<file path="config.mk">
export PLATFORM = sky130hd
export DESIGN_NAME = mcmf_ctrl
export DESIGN_NICKNAME = d
export VERILOG_FILES = /design/src/rtl/mcmf_pkg.sv /design/src/rtl/mcmf_ctrl.sv
export SDC_FILE = /design/constraint.sdc
export NUM_CORES = 1
export LEC_CHECK = 0
export BUFFER_PORTS_ARGS = -buffer_cell sky130_fd_sc_hd__buf_2
export CORE_MARGIN = 2
export CORE_UTILIZATION = 50
export DETAILED_ROUTE_END_ITERATION = 7
export GPL_ROUTABILITY_DRIVEN = 0
export PLACE_DENSITY = 0.77
export SKIP_LAST_GASP = 1
export SLEW_MARGIN = 20
export SYNTH_ARGS = -nofsm -noshare
export SYNTH_HDL_FRONTEND = slang
export SYNTH_SLANG_ARGS = --single-unit
</file>
<file path="constraint.sdc">
create_clock -name i_clk -period 2.1 [get_ports i_clk]
set_input_delay 0.525 -clock i_clk [delete_from_list [all_inputs] [get_ports i_clk]]
set_output_delay 0.525 -clock i_clk [all_outputs]
set_load 0.03 [all_outputs]
</file>
<file path="src/rtl/mcmf_pkg.sv">
// Shared constants, record layouts and sequencer codes for the min-cost max-flow engine.
// Used by every module of the block but mcmf_ram; depends on nothing.
package mcmf_pkg;

    localparam int MAX_NODES   = 1024;
    localparam int MAX_EDGES   = 4096;
    localparam int VALUE_BITS  = 16;

    localparam int ARC_SLOTS   = 2 * MAX_EDGES;
    localparam int NODE_DEPTH  = MAX_NODES + 1;
    localparam int NODE_W      = 11;
    localparam int NADDR_W     = $clog2(NODE_DEPTH);
    localparam int ARC_W       = $clog2(ARC_SLOTS);
    localparam int LINK_W      = ARC_W + 1;
    localparam int CNT_W       = ARC_W + 1;
    localparam int VAL_W       = VALUE_BITS;
    localparam int COST_W      = VALUE_BITS + 1;
    localparam int DIST_W      = 32;
    localparam int FLOW_W      = 28;
    localparam int TOTAL_W     = 48;
    localparam int IDX_W       = 2;
    localparam int OP_W        = 5;

    localparam logic [LINK_W-1:0]        NO_ARC   = '1;
    localparam logic signed [DIST_W-1:0] FAR_AWAY = 32'sd2000000010;
    localparam logic [FLOW_W-1:0]        FLOW_MAX = '1;
    localparam logic [TOTAL_W-1:0]       COST_MAX = '1;

    localparam logic [IDX_W-1:0] REG_NODE_COUNT = 2'd0;
    localparam logic [IDX_W-1:0] REG_SOURCE     = 2'd1;
    localparam logic [IDX_W-1:0] REG_SINK       = 2'd2;

    typedef logic [OP_W-1:0] t_op;

    localparam t_op S_CLEAR   = 5'd0;
    localparam t_op S_IDLE    = 5'd1;
    localparam t_op S_RD_U    = 5'd2;
    localparam t_op S_WR_U    = 5'd3;
    localparam t_op S_RD_V    = 5'd4;
    localparam t_op S_WR_V    = 5'd5;
    localparam t_op S_SOLVE   = 5'd6;
    localparam t_op S_INIT    = 5'd7;
    localparam t_op S_SEED    = 5'd8;
    localparam t_op S_POP     = 5'd9;
    localparam t_op S_DEQ     = 5'd10;
    localparam t_op S_HEAD    = 5'd11;
    localparam t_op S_ARC     = 5'd12;
    localparam t_op S_TEST    = 5'd13;
    localparam t_op S_RELAX   = 5'd14;
    localparam t_op S_CHK_RD  = 5'd15;
    localparam t_op S_CHK     = 5'd16;
    localparam t_op S_W1A     = 5'd17;
    localparam t_op S_W1B     = 5'd18;
    localparam t_op S_W1C     = 5'd19;
    localparam t_op S_PUSHCHK = 5'd20;
    localparam t_op S_W2A     = 5'd21;
    localparam t_op S_W2B     = 5'd22;
    localparam t_op S_W2C     = 5'd23;
    localparam t_op S_W2D     = 5'd24;
    localparam t_op S_ACC     = 5'd25;
    localparam t_op S_ACC2    = 5'd26;
    localparam t_op S_FINISH  = 5'd27;

    typedef struct packed {
        logic                     queued;
        logic [LINK_W-1:0]        pred;
        logic signed [DIST_W-1:0] distance;
    } t_node_rec;

    typedef struct packed {
        logic [NODE_W-1:0]        tail;
        logic [NODE_W-1:0]        head;
        logic signed [COST_W-1:0] cost;
        logic [LINK_W-1:0]        link;
    } t_arc_rec;

    typedef struct packed {
        t_op  op;
        logic accept;
    } t_cmd;

    typedef struct packed {
        logic edge_ok;
        logic edge_fits;
        logic last;
        logic params_bad;
        logic sweep_last;
        logic clear_last;
        logic queue_empty;
        logic arc_none;
        logic arc_skip;
        logic unreachable;
        logic walk_go;
        logic push_bad;
        logic out_busy;
    } t_status;

endpackage

</file>
<file path="src/rtl/mcmf_ctrl.sv">
// Sequencer of the min-cost max-flow engine: loading, search, path walks and clearing.
// Depends on mcmf_pkg; drives mcmf_datapath through command and status structs.
module mcmf_ctrl (
    input  logic             i_clk,
    input  logic             i_rst_n,
    input  logic             i_in_valid,
    input  mcmf_pkg::t_status i_status,
    output logic             o_in_ready,
    output mcmf_pkg::t_cmd   o_cmd
);
    import mcmf_pkg::*;

    t_op r_state;
    t_op n_state;

    always_comb begin
        n_state = r_state;
        unique case (r_state)
            S_CLEAR:   if (i_status.clear_last) n_state = S_IDLE;
            S_IDLE:    if (i_in_valid) n_state = S_RD_U;
            S_RD_U: begin
                if (i_status.edge_ok && i_status.edge_fits) n_state = S_WR_U;
                else if (i_status.last)                     n_state = S_SOLVE;
                else                                        n_state = S_IDLE;
            end
            S_WR_U:    n_state = S_RD_V;
            S_RD_V:    n_state = S_WR_V;
            S_WR_V:    n_state = i_status.last ? S_SOLVE : S_IDLE;
            S_SOLVE:   n_state = i_status.params_bad ? S_FINISH : S_INIT;
            S_INIT:    if (i_status.sweep_last) n_state = S_SEED;
            S_SEED:    n_state = S_POP;
            S_POP:     n_state = i_status.queue_empty ? S_CHK_RD : S_DEQ;
            S_DEQ:     n_state = S_HEAD;
            S_HEAD:    n_state = S_ARC;
            S_ARC:     n_state = i_status.arc_none ? S_POP : S_TEST;
            S_TEST:    n_state = i_status.arc_skip ? S_ARC : S_RELAX;
            S_RELAX:   n_state = S_ARC;
            S_CHK_RD:  n_state = S_CHK;
            S_CHK:     n_state = i_status.unreachable ? S_FINISH : S_W1A;
            S_W1A:     n_state = i_status.walk_go ? S_W1B : S_PUSHCHK;
            S_W1B:     n_state = S_W1C;
            S_W1C:     n_state = S_W1A;
            S_PUSHCHK: n_state = i_status.push_bad ? S_FINISH : S_W2A;
            S_W2A:     n_state = i_status.walk_go ? S_W2B : S_ACC;
            S_W2B:     n_state = S_W2C;
            S_W2C:     n_state = S_W2D;
            S_W2D:     n_state = S_W2A;
            S_ACC:     n_state = S_ACC2;
            S_ACC2:    n_state = S_INIT;
            S_FINISH:  if (!i_status.out_busy) n_state = S_CLEAR;
            default:   n_state = S_CLEAR;
        endcase
    end

    always_ff @(posedge i_clk) begin
        if (!i_rst_n) begin
            r_state <= S_CLEAR;
        end else begin
            r_state <= n_state;
        end
    end

    assign o_in_ready   = (r_state == S_IDLE);
    assign o_cmd.op     = r_state;
    assign o_cmd.accept = (r_state == S_IDLE) && i_in_valid;

`ifndef SYNTHESIS
    a_accept_idle: assert property (@(posedge i_clk) disable iff (!i_rst_n)
        o_cmd.accept |=> (r_state == S_RD_U))
        else $error("accepted request did not start loading");
    a_clear_done: assert property (@(posedge i_clk) disable iff (!i_rst_n)
        (r_state == S_CLEAR && i_status.clear_last) |=> (r_state == S_IDLE))
        else $error("clearing pass did not return to idle");
    a_finish_wait: assert property (@(posedge i_clk) disable iff (!i_rst_n)
        (r_state == S_FINISH && i_status.out_busy) |=> (r_state == S_FINISH))
        else $error("result dropped while output register was busy");
`endif

endmodule

</file>
# Yosys cells after proc, flatten, opt, wreduce, memory -nomap -nowiden
# Index checks and enable logic that the tools add are counted.
# op_classes
eq_ne,31
muxes,15
n_reduce_logical,5
# op_table
op,count
$pmux W5 S27,1
$eq A5 B5 Y1 const B,12
$eq A5 B4 Y1 const B,8
$mux W5,5
$eq A5 B3 Y1 const B,4
$mux W3,5
$mux W4,3
$eq A5 B2 Y1 const B,2
$ne A2 B2 Y1 const B,4
$eq A5 B1 Y1 const B,1
$logic_not A5 Y1,1
$reduce_and A4 Y1,1
$logic_and A1 B1 Y1,2
$mux W2,1
$reduce_or A2 Y1,1
# totals
regBits,5
inputBits,16
wordCells,52

# Longest topological paths before layout
# depth
depth_word,3
depth_mapped,7
depth_no_buf,4

# Least setup slack after synthesis
# Ideal clock, no wire load.
# synth_path
path_type,register to output
startpoint,register r_state[4]
endpoint,output port o_cmd[0] (netlist bit)
arrival_ps,1462
path_slack_ps,113
path_stages_with_launch,4
cell_sequence,dfxtp_1 > buf_4 > nor4_1 > and3_1
# synth_lines
item,line_no,text
from (decl),mcmf_ctrl.sv:13,t_op r_state;
from (signal assigned),mcmf_ctrl.sv:59,r_state <= n_state;
to (decl),mcmf_ctrl.sv:9,output mcmf_pkg::t_cmd o_cmd

==> impl_results.md <==
- Outcome: complete, no violations
- Max IR drop VDD: 0.653 mV
- Flip-flop and latch area: 100 µm²
- Multi-input gate area: roughly 630 µm²
- # nets final: 150
- Met3 Wirelength: 143 µm
- Post-CTS sizing: 0
- Met1 wire length: 982 µm
- Die Width: 44.7 µm
- Setup_tns: 0 ns
- Period utilization: 0.895
- Startpoint types: flip-flop
- Max-slew violations: 0
- Post-Place Cell Area: 932 µm²
- Core Area: 1520 µm²
- Leading cell type in the layout, fill and taps excluded: buf_2
- CTS tree: yes
- Final hold vios: 0
- Crit path from: r_state[4]
- Antenna viol nets, final: 0
- Utilization after layout: 0.629
- Vias/cell: 6.49
- Largest registers: r_state: 5 flops
- Post-synthesis sequential area ratio: 0.121
- Final min period: 1.88 ns
- Clk_skew: 0.00525 ns
- Final total power: 1.29 mW
- Die area: 2000 µm²
- GR Overflow Total: 0
- Fill cell count: 140
- Final setup viols: 0
- Yosys cell types: 46
- Initial Util: 0.544
- Synth warn: 0
- Share of layout cells above drive strength 1: 0.293
- Port-buffer cells: 22
- Num rows: 14
- Die span in y: about 45 µm
- EDFF count, synth: 0
- Hold_buf cts: 0
- Clk buf depth: 2
- Clock Tree Root: clkbuf_4
- Largest net degree at the start of global routing: 28
- Syn Std Cell Area: approximately 830 µm²
- First-pass GRT wire length: 3650 µm
- Synthesized flop and latch total: 5
- Syn_area_per_cell: a little over 7 µm²
- Crit path required time: 1.57 ns
- FMAX: 532 MHz
- Most frequent cells in the layout: buf_2, nand2_1, nor2b_1, nor3b_1
- Slack of the critical path: 0.221 ns
- Vias in the first global route: just over 800
- Placed cells: approximately 150
- Data arrival, critical path: 1.35 ns
- Mapped Cells: 115
- Setup repair bufs after CTS: 0
- Fin cells: 149
- Area growth, synth to finish: 15.5%
- # DRC: 0
- DRT iter0 DRCs: 35
- FFs w/ async S/R, synth: 0
- P_leak: 0.373 nW
- Routed len/inst: 14.9 µm
- Power density over the cells: 1350 nW/µm²
- Max Used Layer: met4
- CTS clk-pin slew, worst paths: 0.04 ns
- Crit end category: output port
- CTS Buf Count: 3
- Max reg flops: 5
- Biggest register: r_state
- Clk Latency, worst-skew pair: 0.24 ns
- DP Worst Slack: 0.194 ns
- Worst r2r src: r_state[0]
- Worst hold slack: 0.558 ns
- DR pass1 iterations: 6
- Crit Path Class: flip-flop to output port
- Worst slew pin tran: 0.472 ns
- DR WL met2: 1080 µm
- Yosys top cell area share: 0.121
- Primary FF master, synth: dfxtp_1
- RSZ-0062 raised after global routing: false
- Initial antenna violation count: 0
- Dpl hpwl: 1570 µm
- Total Routing Usage GR: 0.242
- Vias: 967
- Max-Cap Viols: 0
- Total clock sinks: 5
- H-tree levels: 1
- I/O pin count: 23
- Most area-consuming cells after synthesis: dfxtp_1, nor3b_1, nor2b_1
- Max-slew headroom: 0.685
- Post-Syn Nets: 131
- Cell taking the most area after synthesis: dfxtp_1
- Design area: roughly 960 µm²
- Drt total wl: 2230 µm
- HP Start: i_rst_n
- Crit path max fanout: 5
- # diodes: 0
- Hold crit path type: primary input to flip-flop
## final cells by class
type	instances	share of cell area
flip-flops and latches	5	0.104
repair buffers	28	0.162
well taps	16	0.0209
multi-input cells	90	0.662
clock buffers	4	0.0274
inverters	6	0.0235
## layer usage
layer,track usage,vias to the layer above
met5,0,-
met2,0.386,43
li1,-,477
met4,0.0667,0
met1,0.350,445
met3,0.0160,2
## critical path: stages, from the launching register on
cell and delay [ns]:
dfxtp_1 0.34, nor4_1 0.26, buf_4 0.18, and3_1 0.15, buf_2 0.19
## worst paths after layout
check                             endpoint  slack, ns  cells past startpoint
worst max-delay path              o_cmd[0]       0.22                      4
worst min-delay path            r_state[0]       0.56                      3
worst max register to register  r_state[1]       0.36                      5
worst min register to register  r_state[0]       0.82                      5
## cells in the mapped netlist, drive strengths merged, types with 2 or more instances
cell type / count
clkbuf: 5
nor3b: 8
dfxtp: 5
nor2b: 8
buf: 9
inv: 6
or3b: 2
o21ai: 6
a21o: 2
a211oi: 4
a31oi: 5
nand2b: 2
or2: 2
nor2: 3
nor4: 3
nand4: 4
o41ai: 2
o221a: 2
o211ai: 5
a221oi: 2
a21oi: 3
nand2: 8
## power breakdown
| part | switching [mW] | internal, mW |
|---|---|---|
| combinational | 0.595 | 0.394 |
| sequential | 0.0614 | 0.132 |
| clock | 0.0373 | 0.0717 |
| total | 0.694 | 0.597 |
## kinds of logic after synthesis
logic type,after synthesis,share of synthesized area
DFF,5,0.121
buffers and inverters,20,0.115
and+or+nand+nor,50,0.386
muxes,2,0.0256
xor gates and xnor gates,1,0.0106
AOI/OAI and AO/OA,37,0.342
Note: power is estimated with default switching activity, not from simulation.
